[src/hw/rtl/tfd_pkg.sv]
// Shared types and constants for the tagged frame deframer.
// No dependencies; every other file in hw/rtl refers to this package by scoped name.
`timescale 1ns / 1ps

package tfd_pkg;

   localparam int MAX_PAYLOAD = 260;
   localparam int LEN_W       = 16;
   localparam int LEFT_W      = $clog2(MAX_PAYLOAD + 1);

   localparam logic [7:0]       TAG_BYTE        = 8'hAA;
   localparam logic [LEN_W-1:0] HUNT_LIMIT_RST  = 16'd1000;
   localparam logic [LEN_W-1:0] MAX_PAYLOAD_LEN = LEN_W'(MAX_PAYLOAD);

   // beat command codes
   localparam logic CMD_START = 1'b0;
   localparam logic CMD_BYTE  = 1'b1;

   // result kinds
   localparam logic KIND_PAYLOAD = 1'b0;
   localparam logic KIND_STATUS  = 1'b1;

   // end-of-frame status codes
   localparam logic [1:0] ST_OK       = 2'd0;
   localparam logic [1:0] ST_CHK_ERR  = 2'd1;
   localparam logic [1:0] ST_TOO_LONG = 2'd2;
   localparam logic [1:0] ST_TIMEOUT  = 2'd3;

   // register indexes
   localparam logic REG_HUNT_LIMIT = 1'b0;

   typedef struct packed {
      logic             kind;
      logic [7:0]       data;
      logic [1:0]       status;
      logic [LEN_W-1:0] frame_length;
      logic             last;
   } res_type;

endpackage

[src/hw/rtl/tfd_csr.sv]
// Configuration register block: holds the hunt budget.
// Depends on tfd_pkg.
`timescale 1ns / 1ps

module tfd_csr (
   input  logic                     clock,
   input  logic                     reset,
   input  logic                     psel,
   input  logic                     penable,
   input  logic                     pwrite,
   input  logic [2:0]               paddr,
   input  logic [31:0]              pwdata,
   output logic [31:0]              prdata,
   output logic                     pready,
   output logic [tfd_pkg::LEN_W-1:0] hunt_limit
);

   logic [tfd_pkg::LEN_W-1:0] hunt_limit_ff;
   logic [tfd_pkg::LEN_W-1:0] hunt_limit_in;
   logic                      wr_en;

   assign wr_en = psel & penable & pwrite & (paddr[2] == tfd_pkg::REG_HUNT_LIMIT);

   always_comb begin
      hunt_limit_in = hunt_limit_ff;
      if (wr_en) begin
         hunt_limit_in = pwdata[tfd_pkg::LEN_W-1:0];
      end
   end

   always_ff @(posedge clock) begin
      if (reset) begin
         hunt_limit_ff <= tfd_pkg::HUNT_LIMIT_RST;
      end else begin
         hunt_limit_ff <= hunt_limit_in;
      end
   end

   always_comb begin
      prdata = 32'd0;
      if (paddr[2] == tfd_pkg::REG_HUNT_LIMIT) begin
         prdata = {{(32 - tfd_pkg::LEN_W){1'b0}}, hunt_limit_ff};
      end
   end

   assign pready     = 1'b1;
   assign hunt_limit = hunt_limit_ff;

endmodule

[src/hw/rtl/tfd_core.sv]
// Input register and frame state machine: hunts the tag, reads the length,
// passes payload and checks the XOR byte. Depends on tfd_pkg.
`timescale 1ns / 1ps

module tfd_core (
   input  logic                      clock,
   input  logic                      reset,
   input  logic                      req_valid,
   output logic                      req_ready,
   input  logic                      req_cmd,
   input  logic [7:0]                req_rx_byte,
   input  logic [tfd_pkg::LEN_W-1:0] hunt_limit,
   input  logic                      q_full,
   output logic                      res_vld,
   output tfd_pkg::res_type          res
);

   typedef enum logic [2:0] {
      PH_IDLE,
      PH_HUNT,
      PH_LEN_HI,
      PH_LEN_LO,
      PH_PAYLOAD,
      PH_CHECK
   } phase_type;

   phase_type                  phase_ff, phase_in;
   logic                       in_vld_ff, in_vld_in;
   logic                       cmd_ff, cmd_in;
   logic [7:0]                 byte_ff, byte_in;
   logic [tfd_pkg::LEN_W-1:0]  len_ff, len_in;
   logic [tfd_pkg::LEFT_W-1:0] left_ff, left_in;
   logic [7:0]                 xor_ff, xor_in;
   logic [tfd_pkg::LEN_W-1:0]  hunt_ff, hunt_in;
   logic                       fire;
   logic [tfd_pkg::LEN_W-1:0]  full_len;
   logic [tfd_pkg::LEN_W-1:0]  hunt_inc;

   assign fire      = in_vld_ff & ~q_full;
   assign req_ready = ~in_vld_ff | fire;
   assign full_len  = {len_ff[15:8], byte_ff};
   assign hunt_inc  = hunt_ff + tfd_pkg::LEN_W'(1);

   always_comb begin
      phase_in  = phase_ff;
      len_in    = len_ff;
      left_in   = left_ff;
      xor_in    = xor_ff;
      hunt_in   = hunt_ff;
      res_vld   = 1'b0;
      res       = '0;
      in_vld_in = in_vld_ff;
      cmd_in    = cmd_ff;
      byte_in   = byte_ff;

      if (req_ready) begin
         in_vld_in = req_valid;
         cmd_in    = req_cmd;
         byte_in   = req_rx_byte;
      end

      if (fire) begin
         if (cmd_ff == tfd_pkg::CMD_START) begin
            // rearm: drop any frame in progress
            phase_in = PH_HUNT;
            len_in   = '0;
            left_in  = '0;
            xor_in   = '0;
            hunt_in  = '0;
         end else begin
            case (phase_ff)
               PH_HUNT: begin
                  if (byte_ff == tfd_pkg::TAG_BYTE) begin
                     phase_in = PH_LEN_HI;
                  end else begin
                     hunt_in = hunt_inc;
                     if (hunt_inc >= hunt_limit) begin
                        phase_in         = PH_IDLE;
                        res_vld          = 1'b1;
                        res.kind         = tfd_pkg::KIND_STATUS;
                        res.status       = tfd_pkg::ST_TIMEOUT;
                        res.last         = 1'b1;
                     end
                  end
               end
               PH_LEN_HI: begin
                  len_in   = {byte_ff, 8'd0};
                  phase_in = PH_LEN_LO;
               end
               PH_LEN_LO: begin
                  len_in = full_len;
                  if (full_len > tfd_pkg::MAX_PAYLOAD_LEN) begin
                     phase_in         = PH_IDLE;
                     res_vld          = 1'b1;
                     res.kind         = tfd_pkg::KIND_STATUS;
                     res.status       = tfd_pkg::ST_TOO_LONG;
                     res.frame_length = full_len;
                     res.last         = 1'b1;
                  end else begin
                     left_in  = full_len[tfd_pkg::LEFT_W-1:0];
                     xor_in   = '0;
                     phase_in = (full_len == '0) ? PH_CHECK : PH_PAYLOAD;
                  end
               end
               PH_PAYLOAD: begin
                  xor_in   = xor_ff ^ byte_ff;
                  left_in  = left_ff - tfd_pkg::LEFT_W'(1);
                  if (left_ff == tfd_pkg::LEFT_W'(1)) begin
                     phase_in = PH_CHECK;
                  end
                  res_vld  = 1'b1;
                  res.kind = tfd_pkg::KIND_PAYLOAD;
                  res.data = byte_ff;
               end
               PH_CHECK: begin
                  phase_in         = PH_IDLE;
                  res_vld          = 1'b1;
                  res.kind         = tfd_pkg::KIND_STATUS;
                  res.status       = (byte_ff == xor_ff) ? tfd_pkg::ST_OK
                                                         : tfd_pkg::ST_CHK_ERR;
                  res.frame_length = len_ff;
                  res.last         = 1'b1;
               end
               default: begin
                  // not armed: ignore the byte
                  phase_in = phase_ff;
               end
            endcase
         end
      end
   end

   always_ff @(posedge clock) begin
      if (reset) begin
         phase_ff  <= PH_IDLE;
         in_vld_ff <= 1'b0;
         len_ff    <= '0;
         left_ff   <= '0;
         xor_ff    <= '0;
         hunt_ff   <= '0;
      end else begin
         phase_ff  <= phase_in;
         in_vld_ff <= in_vld_in;
         len_ff    <= len_in;
         left_ff   <= left_in;
         xor_ff    <= xor_in;
         hunt_ff   <= hunt_in;
      end
      cmd_ff  <= cmd_in;
      byte_ff <= byte_in;
   end

   a_res_needs_beat: assert property (@(posedge clock) disable iff (reset)
      res_vld |-> (in_vld_ff && !q_full && cmd_ff == tfd_pkg::CMD_BYTE))
      else $error("result without a byte beat");

   a_payload_fields: assert property (@(posedge clock) disable iff (reset)
      (res_vld && res.kind == tfd_pkg::KIND_PAYLOAD) |->
      (res.last == 1'b0 && res.status == tfd_pkg::ST_OK && res.frame_length == '0))
      else $error("payload beat carries status fields");

   a_status_ends_frame: assert property (@(posedge clock) disable iff (reset)
      (res_vld && res.kind == tfd_pkg::KIND_STATUS) |=> (phase_ff == PH_IDLE))
      else $error("status beat did not end the frame");

   a_left_bounded: assert property (@(posedge clock) disable iff (reset)
      (phase_ff == PH_PAYLOAD) |-> (left_ff != '0 &&
      tfd_pkg::LEN_W'(left_ff) <= tfd_pkg::MAX_PAYLOAD_LEN))
      else $error("payload count out of range");

endmodule

[src/hw/rtl/tfd_outq.sv]
// Two-entry result queue: decouples the frame logic from result stalls.
// Depends on tfd_pkg.
`timescale 1ns / 1ps

module tfd_outq (
   input  logic             clock,
   input  logic             reset,
   input  logic             push,
   input  tfd_pkg::res_type push_data,
   output logic             full,
   output logic             rsp_valid,
   input  logic             rsp_ready,
   output tfd_pkg::res_type rsp_data
);

   tfd_pkg::res_type q_ff [2];
   logic             wr_ptr_ff, wr_ptr_in;
   logic             rd_ptr_ff, rd_ptr_in;
   logic [1:0]       cnt_ff, cnt_in;
   logic             pop;

   assign full      = (cnt_ff == 2'd2);
   assign rsp_valid = (cnt_ff != 2'd0);
   assign pop       = rsp_valid & rsp_ready;
   assign rsp_data  = q_ff[rd_ptr_ff];

   always_comb begin
      wr_ptr_in = wr_ptr_ff ^ push;
      rd_ptr_in = rd_ptr_ff ^ pop;
      cnt_in    = cnt_ff + {1'b0, push} - {1'b0, pop};
   end

   always_ff @(posedge clock) begin
      if (reset) begin
         wr_ptr_ff <= 1'b0;
         rd_ptr_ff <= 1'b0;
         cnt_ff    <= 2'd0;
      end else begin
         wr_ptr_ff <= wr_ptr_in;
         rd_ptr_ff <= rd_ptr_in;
         cnt_ff    <= cnt_in;
      end
      if (push) begin
         q_ff[wr_ptr_ff] <= push_data;
      end
   end

   a_no_overflow: assert property (@(posedge clock) disable iff (reset)
      full |-> !push)
      else $error("push into a full result queue");

   a_count_range: assert property (@(posedge clock) disable iff (reset)
      cnt_ff != 2'd3)
      else $error("result queue count out of range");

endmodule

[src/hw/rtl/tagged_frame_deframer_xor_check.sv]
// Top level of the tagged frame deframer with XOR check.
// Depends on tfd_pkg, tfd_csr, tfd_core and tfd_outq.
//
//   Channel | Direction | Handshake             | Beat carries
//   req     | in        | req_valid/req_ready   | cmd, rx_byte
//   rsp     | out       | rsp_valid/rsp_ready   | kind, data, status, frame_length, last
//   csr     | in/out    | APB setup + access    | hunt_limit at byte address 0
//
// One request beat per cycle is taken while the result queue is not full; a beat's result is
// registered in the input register, then in the result queue, before it shows on rsp.
// The frame state advances once per beat in a single pass between those registers.
// Reset is synchronous: phase idle and unarmed, counters clear, hunt_limit 1000.
// A stalled rsp side fills the two-entry result queue before req_ready drops.
`timescale 1ns / 1ps

module tagged_frame_deframer_xor_check (
   input  logic        clock,
   input  logic        reset,
   input  logic        req_valid,
   output logic        req_ready,
   input  logic        req_cmd,
   input  logic [7:0]  req_rx_byte,
   output logic        rsp_valid,
   input  logic        rsp_ready,
   output logic        rsp_kind,
   output logic [7:0]  rsp_data,
   output logic [1:0]  rsp_status,
   output logic [15:0] rsp_frame_length,
   output logic        rsp_last,
   input  logic        csr_psel,
   input  logic        csr_penable,
   input  logic        csr_pwrite,
   input  logic [2:0]  csr_paddr,
   input  logic [31:0] csr_pwdata,
   output logic [31:0] csr_prdata,
   output logic        csr_pready
);

   logic [tfd_pkg::LEN_W-1:0] hunt_limit;
   logic                      q_full;
   logic                      res_vld;
   tfd_pkg::res_type          res;
   tfd_pkg::res_type          out_res;

   tfd_csr u_csr (
      .clock      (clock),
      .reset      (reset),
      .psel       (csr_psel),
      .penable    (csr_penable),
      .pwrite     (csr_pwrite),
      .paddr      (csr_paddr),
      .pwdata     (csr_pwdata),
      .prdata     (csr_prdata),
      .pready     (csr_pready),
      .hunt_limit (hunt_limit)
   );

   tfd_core u_core (
      .clock       (clock),
      .reset       (reset),
      .req_valid   (req_valid),
      .req_ready   (req_ready),
      .req_cmd     (req_cmd),
      .req_rx_byte (req_rx_byte),
      .hunt_limit  (hunt_limit),
      .q_full      (q_full),
      .res_vld     (res_vld),
      .res         (res)
   );

   tfd_outq u_outq (
      .clock     (clock),
      .reset     (reset),
      .push      (res_vld),
      .push_data (res),
      .full      (q_full),
      .rsp_valid (rsp_valid),
      .rsp_ready (rsp_ready),
      .rsp_data  (out_res)
   );

   assign rsp_kind         = out_res.kind;
   assign rsp_data         = out_res.data;
   assign rsp_status       = out_res.status;
   assign rsp_frame_length = out_res.frame_length;
   assign rsp_last         = out_res.last;

endmodule

[config.mk]
export PLATFORM = sky130hd
export DESIGN_NAME = tagged_frame_deframer_xor_check
export DESIGN_NICKNAME = d
export VERILOG_FILES = /design/src/hw/rtl/tfd_pkg.sv /design/src/hw/rtl/tfd_csr.sv /design/src/hw/rtl/tfd_core.sv /design/src/hw/rtl/tfd_outq.sv /design/src/hw/rtl/tagged_frame_deframer_xor_check.sv
export SDC_FILE = /design/constraint.sdc
export NUM_CORES = 1
export LEC_CHECK = 0
export ABC_AREA = 1
export BUFFER_PORTS_ARGS = -buffer_cell sky130_fd_sc_hd__buf_2
export CAP_MARGIN = 20
export CORE_MARGIN = 5
export CORE_UTILIZATION = 58
export CTS_CLUSTER_DIAMETER = 40
export DETAILED_ROUTE_END_ITERATION = 8
export PLACE_DENSITY = 0.81
export SYNTH_ARGS = -nofsm -noshare
export SYNTH_HDL_FRONTEND = slang
export SYNTH_HIERARCHICAL = 1
export SYNTH_SLANG_ARGS = --single-unit
[constraint.sdc]
create_clock -name clock -period 4.3 [get_ports clock]
set_input_delay 0.215 -clock clock [delete_from_list [all_inputs] [get_ports clock]]
set_output_delay 0.215 -clock clock [all_outputs]
set_load 0.05 [all_outputs]
* Yosys cells after proc, flatten, opt, wreduce, memory -nomap -nowiden *
Memories as Yosys holds them, arrays and structs flattened. A register that Yosys moved wholly into a read port is not among the register bits.
Index checks and enable logic that the tools add are counted.

word-level totals
  word-level logic and storage cells = 98
  RAM bits = 56
  memories kept = 1
  latch bits = 0
  bits in read-only memories = 0
  input port bits = 51
  output and inout bits = 63
  register bits after elaboration = 82

cells by class
  multiplexer cells = 39
  order comparisons = 2
  shift-type cells = 0
  reduce and logical (&&, ||, !) cells = 8
  multiply operators = 0
  div/mod/pow operators = 0
  bitwise operators = 12
  $add $sub $neg = 4
  equality and inequality tests = 19

memories
  memory       depth  width  rd ports  clocked after Yosys merged registers in  wr ports  RTL line        source
  u_outq.q_ff  2      28     1         1                                        1         tfd_outq.sv:16  tfd_pkg::res_type q_ff [2];

operators with widths
  kind                                                                    number
  16-bit two-way mux                                                      5
  16-bit one-hot mux with 2 select lines                                  2
  28-bit two-way mux                                                      2
  8-bit two-way mux                                                       3
  19-bit two-way mux                                                      1
  9-bit two-way mux                                                       2
  9-bit one-hot mux with 2 select lines                                   1
  16-bit by 1-bit adder with 16-bit output (second input constant)        1
  16-bit greater-or-equal comparator                                      1
  16-bit by 9-bit > comparator with 1-bit output (second input constant)  1
  16-bit zero test                                                        1
  8-bit one-hot mux with 2 select lines                                   1
  3-bit two-way mux                                                       5
  3-bit one-hot mux with 5 select lines                                   1
  3-bit != test (second input constant)                                   4
  1-bit two-way mux                                                       10
  9-bit by 1-bit == test with 1-bit output (second input constant)        1
  1-bit one-hot mux with 3 select lines                                   3
  3-bit AND reduction                                                     3
  9-bit by 1-bit subtractor with 9-bit output (second input constant)     1
  8-bit == test                                                           1
  8-bit == test (second input constant)                                   1
  2-bit != test (second input constant)                                   4
  8-bit bitwise XOR                                                       1
  18 further kinds                                                        28

* Logic depth before layout (Yosys ltp) *
Gate-level depths: netlist of run 1.

  depth after elaboration = 9
  mapped depth = 23
  mapped depth without buffers = 23

* Cells and area by module *
The synthesis of run 1 kept the hierarchy.

by module, submodules not included
  module    instances  cells each  area an instance (µm²)
  tfd_core  1          621         4144.0
  tfd_outq  1          120         2363.5
  tfd_csr   1          150         974.7

* Least setup slack after synthesis of run 1 *
No wires, ideal clock.

  path type = reg-to-reg
  start point = register u_core/hunt_ff[0] in the netlist's numbering
  end point = memory u_outq/q_ff[0][0] in the netlist's numbering (enable)
  data required time = 3.913 ns
  path slack = 0.995 ns
  arrival = 2.917 ns
  stages on the path, launching flop included = 16
  buffers on the path = 0
  setup time = 0.387 ns
  path through = dfxtp_1 -> ha_1 -> nand2_1 -> nor2_2 -> nand3_2 -> nor3_1 -> nand2_1 -> and2_1 -> ha_1 -> nand4_1 -> a21oi_1 -> nor2_1 -> nand2_1 -> nand2_1 -> a21oi_1 -> ha_1

on the way
  longest elaborated chain between the ends = 9

ends and longest elaborated chain
  element                                   RTL line                               source
  start, declared                           tfd_core.sv:34                         logic [tfd_pkg::LEN_W-1:0] hunt_ff, hunt_in;
  start signal, assigned                    tfd_core.sv:147                        hunt_ff <= hunt_in;
  16-bit by 1-bit adder with 16-bit output  tfd_core.sv:42                         assign hunt_inc = hunt_ff + tfd_pkg::LEN_W'(1);
  16-bit greater-or-equal comparator        tfd_core.sv:77                         if (hunt_inc >= hunt_limit) begin
  1-bit two-way mux                         tfd_core.sv:77
  1-bit two-way mux                         tfd_core.sv:73                         if (byte_ff == tfd_pkg::TAG_BYTE) begin
  1-bit one-hot mux with 3 select lines     tfd_core.sv:71                         case (phase_ff)
  1-bit two-way mux                         tfd_core.sv:63                         if (cmd_ff == tfd_pkg::CMD_START) begin
  1-bit two-way mux                         tfd_core.sv:62                         if (fire) begin
  via res_vld                               tagged_frame_deframer_xor_check.sv:41  logic res_vld;
  1-bit two-way mux                         tfd_outq.sv:43                         if (push) begin
  1-bit two-way mux (implied by the code)   tfd_outq.sv:44                         q_ff[wr_ptr_ff] <= push_data;
  end, declared                             tfd_outq.sv:16

The timed path passes the listed nets, and every way through them passes these cells.

* Worst setup path in the final report of run 1 *
  start point = register u_core/hunt_ff[0] in the netlist's numbering
  end point = memory u_outq/q_ff[0][21] in the netlist's numbering (enable)

Same word-level chain as after synthesis.

==> flow_summary.json, run 1 <==
{
  "setup_ws_ns": 0.741,
  "place_ws_ns": 0.868,
  "clk_pin_slew_ns": 0.05,
  "intPower_mw": 2.64,
  "combPwrFrac": 0.200,
  "hold_ws_ns": 0.0230,
  "finalPower_mw": 3.76,
  "cap_violations": 0,
  "drive_gt1_frac": 0.188,
  "clock_sinks": 138,
  "first_global_vias": 5630,
  "finalHoldViolCount": 0,
  "seq_area_frac_synth": 0.456,
  "cts_tree": "yes",
  "cp_max_fo": 28,
  "drt-total-wl_mm": 15.9,
  "multiInputGateArea_um2": 3330,
  "finalCoreUtilization": 0.681,
  "drc": 0,
  "first_pass_iters": 5,
  "max_freq_mhz": 281,
  "overflow": 0,
  "required_ns": 4.38,
  "vias_per_cell": 5.18,
  "diodes": 0,
  "finalCriticalPeriod_ns": 3.56,
  "clk_latency_ns": 0.41,
  "start_kind": "register",
  "num-fill-cells": 1016,
  "grt_max_degree": 42,
  "synthCells": 891,
  "p_sw_mw": 1.12,
  "cts_buffers": 17,
  "yosysWarningCount": 6,
  "hpwlAfterDp_mm": 10.7,
  "end_kind": "register",
  "dpl_cell_area_um2": 7840,
  "tightest_slew_ns": 0.997,
  "regArea_um2": 3410,
  "min_path_type": "primary input to register",
  "pwr-share-seq": 0.395,
  "die_w_um": 124,
  "ant_nets": 0,
  "gp_congestion": 0.891,
  "dieArea_um2": 15300,
  "status": "completed",
  "clock_skew_ns": 0.00578,
  "antenna_found_initial": 0,
  "cts_resized": 0,
  "cts_buffer_depth": 2,
  "finalMaxSlewViolations": 0,
  "finalNonFillerCells": 1154,
  "clkPwrFrac": 0.406,
  "drt_iter0_drc": 421,
  "h-tree-depth": 4,
  "slew_headroom": 0.335,
  "powerDensity_nw_per_um2": 437,
  "swShare": 0.297,
  "root_buffer": "clkbuf_16",
  "worstSetupPathType": "register to register",
  "grt_usage": 0.221,
  "start_util": 0.593,
  "row_count": 41,
  "wl_per_cell_um": 13.8,
  "synth.distinct_cells": 41,
  "synth_seq_cells": 138,
  "vias": 5983,
  "setup_tns_ns": 0,
  "finalSetupViolations": 0,
  "core-area_um2": 12600,
  "ir_drop_v": 0.000340,
  "portBuffers": 78,
  "chipHeight_um": 124,
  "rsz0062_at_grt": "false",
  "area_growth_pct": 14.9,
  "synth_area_um2": 7480,
  "p_leak_nw": 3.79,
  "dp.cells": 1109,
  "final.period_utilization": 0.828,
  "syn_avg_cell_area_um2": 8.40,
  "critPathArrivalTime_ns": 3.63,
  "grt_pass1_wl_mm": 26.5,
  "nets": 1044,
  "final_area_um2": 8600,
  "pin_count": 114
}
==> path summary, 6_finish.rpt <==
path                startpoint  slack (ns)  depth (start not counted)                   to
max          u_core/hunt_ff[0]        0.74                         16   u_outq/q_ff[0][21]
min              csr_pwdata[8]        0.02                          3  u_csr/hunt_limit[8]
max reg2reg  u_core/hunt_ff[0]        0.74                         16   u_outq/q_ff[0][21]
min reg2reg   u_core/len_ff[0]        0.46                          2     u_core/len_ff[0]
==> layout make-up <==
class	count	area share
clock buffer	23	0.0581
clock inverter	9	0.0157
inverter	121	0.0533
multi-input combinational	596	0.387
sequential	138	0.397
tap	172	0.0250
timing repair buffer	95	0.0640
==> routing by layer <==
| layer | global-route usage | part of all wire | vias to the layer above |
|---|---|---|---|
| li1 | - | - | 3018 |
| met1 | 0.280 | 0.42 | 2739 |
| met2 | 0.374 | 0.50 | 204 |
| met3 | 0.0486 | 0.063 | 22 |
| met4 | 0.0761 | 0.016 | 0 |
| met5 | 0 | 0 | - |
==> worst max-delay path: stages (launching register included) <==
cell	delay, ns
dfxtp_1	0.39
ha_1	0.21
nand2_1	0.09
nor2_2	0.18
nand3_2	0.16
nor3_1	0.22
nand2_1	0.09
and2_1	0.18
ha_1	0.30
nand4_1	0.13
nor2_1	0.13
nand2_1	0.10
nand2_1	0.07
nand2_1	0.10
a21oi_1	0.32
ha_1	0.21
buf_4	0.33
==> power groups by stage <==
stage	Sequential (mW)	Clock (mW)	Combinational (mW)
finish	1.48	1.53	0.750
CTS	1.48	1.55	0.749
detailed placement	1.51	0	0.736
floorplan	1.47	0	0.664
global placement	1.51	0	0.725
global route	1.49	1.62	0.817
==> registers in the layout, summed over array words and instances, names as in the netlist, 3 cells and up <==
name              flops
u_csr/hunt_limit     16
u_core/hunt_ff       16
u_core/left_ff        9
u_core/len_ff        16
u_core/byte_ff        8
u_outq/q_ff          56
u_core/xor_ff         8
u_core/phase_ff       3
==> cell usage in the layout (no fill, tap or decap), types with 4 or more instances in the layout <==
master / n
nor2_1: 100
xor2_1: 13
nand3_1: 63
nand4_1: 11
xnor2_1: 8
nand2_1: 184
a22oi_1: 6
buf_4: 4
nor2_4: 4
edfxtp_1: 65
inv_1: 107
buf_2: 78
a21oi_1: 67
a211oi_1: 6
dfxtp_1: 72
o21ai_0: 13
nor3_1: 18
ha_1: 24
conb_1: 17
clkbuf_16: 18
mux2_4: 28
inv_2: 12
dlygate4sd3_1: 13
nor2_2: 10
==> cell usage after synthesis (all sizes together) <==
cell / n / area share
clkinv: 1 / 0.00067
clkbuf: 7 / 0.0037
nor3: 19 / 0.013
edfxtp: 65 / 0.26
o211ai: 3 / 0.0030
a31oi: 2 / 0.0017
ha: 24 / 0.040
conb: 2 / 0.0010
o21ai: 14 / 0.0099
xnor2: 8 / 0.0094
nand3: 65 / 0.045
dfxtp: 73 / 0.20
mux2: 28 / 0.056
xor2: 13 / 0.015
and2: 1 / 0.00084
nand2: 188 / 0.096
buf: 44 / 0.042
a211oi: 6 / 0.0060
nor2: 117 / 0.073
or2: 3 / 0.0025
nand4: 11 / 0.0092
a21oi: 69 / 0.047
nor3b: 1 / 0.0010
a22oi: 6 / 0.0060
inv: 120 / 0.061
and3: 1 / 0.00084
==> cells by family after synthesis <==
group           Yosys count  share of synthesized area
simple gates            406                      0.241
buf+inv                 172                      0.107
flops                   138                      0.456
compound gates          100                     0.0737
mux                      28                     0.0562
fa+ha+maj                24                     0.0401
xor+xnor                 21                     0.0246
other cells               2                    0.00100
==> timing repair <==
action | 4_1_cts | 5_1_grt
hold buffers | 13 | 0
hold endpoints to repair | 13 | 0
buffers inserted | 0 | 0
Note: power is estimated with default switching activity, not from simulation.
==> run 2, diff against run 1 <==
clock period = 3.7 ns   (was 4.3 ns; I/O delays follow)
==> run 2 against run 1 <==
Maximum frequency up 9.0%. Global-route usage up 0.24 points. Combinational power up 16%. Flip-flop and latch count is the same. Via count grew 2.1%. Clock skew is 0.00093 ns higher. Worst setup slack worse by 0.31 ns. Critical path type unchanged. Critical endpoint is now u_outq/q_ff[1][3]. Largest cell class unchanged. Largest power group unchanged.
==> flow_summary.json, run 2 (synthesis gave the netlist of run 1 again) <==
{
  "root_buffer": "clkbuf_16",
  "intPower_mw": 3.19,
  "grt_pass1_wl_mm": 26.7,
  "vias_per_cell": 5.28,
  "finalNonFillerCells": 1156,
  "final.period_utilization": 0.883,
  "pin_count": 114,
  "pwr-share-seq": 0.382,
  "required_ns": 3.82,
  "status": "completed",
  "final_common_cell": "nand2_1",
  "grt_usage": 0.223,
  "tightest_slew_ns": 0.963,
  "r2r-end": "u_outq/q_ff[1][3]",
  "rsz0062_at_grt": "false",
  "clk_latency_ns": 0.43,
  "first_global_vias": 5756,
  "setup_tns_ns": 0,
  "rr_worst_depth": 16,
  "finalCriticalPeriod_ns": 3.27,
  "worstSetupStartpoint": "u_core/hunt_ff[0]",
  "r2r_slack_ns": 0.43,
  "p_sw_mw": 1.33,
  "most-common-layout-cells": "184 x nand2_1, 107 x inv_1, 100 x nor2_1",
  "start_util": 0.593,
  "drt_iter0_drc": 491,
  "final_area_um2": 8680,
  "regArea_um2": 3410,
  "min_path_type": "primary input to register",
  "ir_drop_v": 0.000377,
  "p_leak_nw": 3.82,
  "slowest_stage": "dfxtp_1",
  "antenna_found_initial": 0,
  "post_cts_buffers": 0,
  "critPathArrivalTime_ns": 3.39,
  "cts_buffers": 17,
  "r2r_start": "u_core/hunt_ff[0]",
  "cp_max_fo": 28,
  "largest-register": "u_outq/q_ff",
  "drc": 0,
  "worstSetupPathType": "register to register",
  "nets": 1046,
  "clock_sinks": 138,
  "grt_max_degree": 42,
  "crit_path_frequent_cell": "nand2_1",
  "slowest_delay_ns": 0.40,
  "cts_buffer_depth": 2,
  "swShare": 0.295,
  "finalHoldViolCount": 0,
  "top_usage_layer": "met2",
  "portBuffers": 78,
  "largest_register_ffs": 56,
  "finalMaxSlewViolations": 0,
  "start_kind": "register",
  "met1_usage": 0.276,
  "gp_congestion": 0.894,
  "cts_tree": "yes",
  "max_freq_mhz": 306,
  "wl_per_cell_um": 14.1,
  "clkPwrFrac": 0.425,
  "h-tree-depth": 4,
  "drt-total-wl_mm": 16.2,
  "num-fill-cells": 1014,
  "vias": 6106,
  "clk_pin_slew_ns": 0.06,
  "core-area_um2": 12600,
  "dieArea_um2": 15300,
  "end_kind": "register",
  "crit_cells": 16,
  "hpwlAfterDp_mm": 10.9,
  "worst-path-buf-inv": 1,
  "drive_gt1_frac": 0.189,
  "slew_headroom": 0.358,
  "use_met2": 0.375,
  "gr-usage-met3": 0.0504,
  "worstPathCellList": "ha_1, nand2_1, nor2_2, nand3_2, nor3_1, nand2_1, and2_1, ha_1, nand4_1, a21oi_1, nor2_1, nand2_1, nand2_1, a21oi_1, ha_1, buf_12",
  "row_count": 41,
  "chipHeight_um": 124,
  "finalPower_mw": 4.52,
  "hold_ws_ns": 0.0234,
  "area_growth_pct": 16.0,
  "multiInputGateArea_um2": 3330,
  "powerDensity_nw_per_um2": 520,
  "diodes": 0,
  "combPwrFrac": 0.193,
  "first_pass_iters": 5,
  "endpoint": "u_outq/q_ff[1][3]",
  "die_w_um": 124,
  "clock_skew_ns": 0.00672,
  "finalSetupViolations": 0,
  "overflow": 0,
  "ant_nets": 0,
  "crit_family": "simple AND/OR/NAND/NOR gates",
  "dpl_cell_area_um2": 7870,
  "cap_violations": 0,
  "dp.cells": 1110
}
[run 2: worst reg2reg max path, delay by kind of cell, from the launching register on]
family,cells,cell delay (ns)
AOI/OAI and AO/OA,2,0.41
adders and majority gates,3,0.76
buffers and inverters,1,0.20
DFF,1,0.40
and+or+nand+nor,10,1.18
[run 2: timing repair]
item	in CTS	in global routing
hold buffers	14	0
setup endpoints to repair	0	0
endpoints found under the hold margin	14	0
gates resized for setup	0	0
[run 2: layout make-up]
class,count,share of cell area
clock buffers,18,0.0494
well taps,172,0.0248
flip-flops and latches,138,0.393
multi-input cells,596,0.383
clock inverters,14,0.0280
inverters,121,0.0528
repair buffers,97,0.0683
[run 2: metal layers]
metal  wire length, µm  up-vias
li1                  -     3023
met1              6700     2838
met2              8130      214
met3              1020       31
met4               401        0
met5                 0        -
[run 2: how the worst min path moves through the flow]
stage	slack, ns	endpoint	from	cells past startpoint
floorplan	0.25	u_outq/wr_ptr_ff	reset	1
CTS	0.0006	u_core/in_vld_ff	req_valid	3
detailed placement	0.36	u_core/byte_ff[4]	req_rx_byte[4]	1
global placement	0.36	u_core/byte_ff[3]	req_rx_byte[3]	1
finish	0.02	u_core/in_vld_ff	req_valid	3
global route	0.007	u_csr/hunt_limit[8]	csr_pwdata[8]	3
[run 2: power by group through the flow]
stage	Combinational (mW)	Clock [mW]	Sequential, mW
6_report	0.872	1.92	1.73
5_1_grt	0.948	2.02	1.73
4_1_cts	0.874	1.94	1.72
3_5_place_dp	0.856	0	1.76
3_3_place_gp	0.844	0	1.75
2_1_floorplan	0.772	0	1.70
[run 2: through the flow]
step,setup slack [ns],utilization
floorplan,0.395,-
global placement,0.539,0.623
detailed placement,0.478,0.623
CTS,0.473,0.688
global route,0.179,0.688
finish,0.434,0.688
==> run 3, diff against run 2 <==
CORE_MARGIN = 1.5   (was 5)
CORE_UTILIZATION = 59   (was 58)
CTS_BUF_LIST = sky130_fd_sc_hd__clkbuf_4   (was not set)
PLACE_DENSITY = 0.82   (was 0.81)
clock period = 3.4 ns   (was 3.7 ns; I/O delays follow)
==> run 3 against run 2 <==
Highest routed layer unchanged. Sequential power grew 8%. Hold slack gained 0.027 ns. Clock power shrank 33%. Maximum frequency grew 6.1%.
==> flow_summary.json, run 3 (synthesis gave the netlist of run 1 again) <==
{
  "cp_max_fo": 28,
  "drt-total-wl_mm": 16.3,
  "slew_headroom": 0.364,
  "core-area_um2": 12200,
  "clk_latency_ns": 0.56,
  "start_util": 0.613,
  "portBuffers": 78,
  "clock_skew_ns": 0.0224,
  "regArea_um2": 3420,
  "ir_drop_v": 0.000306,
  "holdPathStages": 5,
  "antenna_found_initial": 0,
  "top_usage_layer": "met2",
  "gr-usage-met3": 0.0533,
  "cts_tree": "yes",
  "final.period_utilization": 0.906,
  "cts_buffer_depth": 2,
  "status": "completed",
  "first_global_vias": 5586,
  "drt_iter0_drc": 462,
  "first_pass_iters": 7,
  "gp_congestion": 0.911,
  "use_met2": 0.426,
  "start_kind": "register",
  "dieArea_um2": 13400,
  "diodes": 0,
  "p_leak_nw": 3.78,
  "met1_usage": 0.307,
  "cts_buffers": 17,
  "slowest_stage": "dfxtp_2",
  "end_kind": "register",
  "hold_ws_ns": 0.0506,
  "grt_pass1_wl_mm": 25.7,
  "largest_register_ffs": 56,
  "die_w_um": 116,
  "place_ws_ns": 0.192,
  "vias_per_cell": 5.24,
  "row_count": 40,
  "finalHoldViolCount": 0,
  "worstPathCellList": "ha_1, nand2_1, nor2_2, nand3_2, nor2_2, nand3_1, xnor2_2, ha_1, nand2_1, inv_1, nand2_1, a21oi_1, nor2_1, nand2_1, nand2_2, a21oi_4, ha_1, buf_12",
  "h-tree-depth": 4,
  "multiInputGateArea_um2": 3370,
  "wl_per_cell_um": 13.9,
  "largest-register": "u_outq/q_ff",
  "rr_worst_depth": 18,
  "setup_ws_ns": 0.321,
  "ant_nets": 0,
  "finalCoreUtilization": 0.704,
  "max_freq_mhz": 325,
  "area_growth_pct": 14.8,
  "critPathArrivalTime_ns": 3.34,
  "hpwlAfterDp_mm": 10.8,
  "grt_max_degree": 35,
  "final_common_cell": "nand2_1",
  "worstSetupPathType": "register to register",
  "drc": 0,
  "slowest_delay_ns": 0.38,
  "most-common-layout-cells": "183 x nand2_1, 107 x inv_1, 100 x nor2_1",
  "overflow": 0,
  "min_path_type": "primary input to register",
  "powerDensity_nw_per_um2": 480,
  "vias": 6131,
  "finalMaxSlewViolations": 0,
  "tightest_slew_ns": 0.954,
  "setup_tns_ns": 0,
  "crit_path_frequent_cell": "nand2_1",
  "root_buffer": "clkbuf_4",
  "pin_count": 114,
  "num-fill-cells": 967,
  "cap_violations": 0,
  "nets": 1065,
  "clock_sinks": 138,
  "finalSetupViolations": 0,
  "chipHeight_um": 116,
  "drive_gt1_frac": 0.197,
  "clk_pin_slew_ns": 0.12,
  "required_ns": 3.66,
  "grt_usage": 0.249,
  "finalCriticalPeriod_ns": 3.08,
  "rsz0062_at_grt": "false"
}
run 3: cell types whose count changed in the layout (fill, tap and decap cells not counted), moves of 2 or more:
cell           delta
clkinv_2          +2
clkbuf_4         +18
dlygate4sd3_1    +15
clkbuf_16        -16
buf_4             +3
run 3: worst paths after layout:
path                startpoint                    to  slack, ns
max          u_core/hunt_ff[0]     u_outq/q_ff[0][3]       0.32
min                   csr_psel  u_csr/hunt_limit[12]       0.05
max reg2reg  u_core/hunt_ff[0]     u_outq/q_ff[0][3]       0.32
min reg2reg   u_core/len_ff[7]      u_core/len_ff[7]       0.47
run 3: repair_timing:
action | 4_1_cts | 5_1_grt
hold buffers | 29 | 0
buffers inserted | 0 | 1
gates resized for setup | 0 | 8
setup endpoints to repair | 0 | 57
hold endpoints to repair | 32 | 0
run 3: stage by stage:
| stage | total power, mW | instance area [µm²] | instances |
|---|---|---|---|
| floorplan | 2.69 | 7540 | 906 |
| global placement | 2.83 | 7880 | 1108 |
| detailed placement | 2.84 | 7880 | 1108 |
| CTS | 4.13 | 8520 | 1169 |
| global route | 4.31 | 8590 | 1171 |
| finish | 4.13 | 8590 | 1171 |
run 3: final cells by class:
cell class	instances	share of cell area
Clock buffer	18	0.0157
Multi-Input combinational cell	596	0.392
Clock inverter	14	0.0253
Inverter	121	0.0533
Tap cell	168	0.0245
Sequential cell	138	0.397
Timing Repair Buffer	116	0.0920
run 3: worst max-delay path, delay by kind of cell, from the launching register on:
family / cells / cell delay, ns
simple gates: 10 / 0.95
fa+ha+maj: 3 / 0.69
flops: 1 / 0.38
compound gates: 2 / 0.33
buf+inv: 2 / 0.26
xor+xnor: 1 / 0.17
run 3: where the power goes:
group / leakage (nW) / switching (mW) / internal (mW)
combinational: 2.39 / 0.657 / 0.315
clock: 0.179 / 0.616 / 0.668
sequential: 1.21 / 0.0871 / 1.78
run 3: routing by layer:
| metal | vias to the layer above | part of all wire |
|---|---|---|
| met5 | - | 0 |
| met4 | 0 | 0.025 |
| met3 | 36 | 0.059 |
| met2 | 227 | 0.50 |
| met1 | 2812 | 0.41 |
| li1 | 3056 | - |
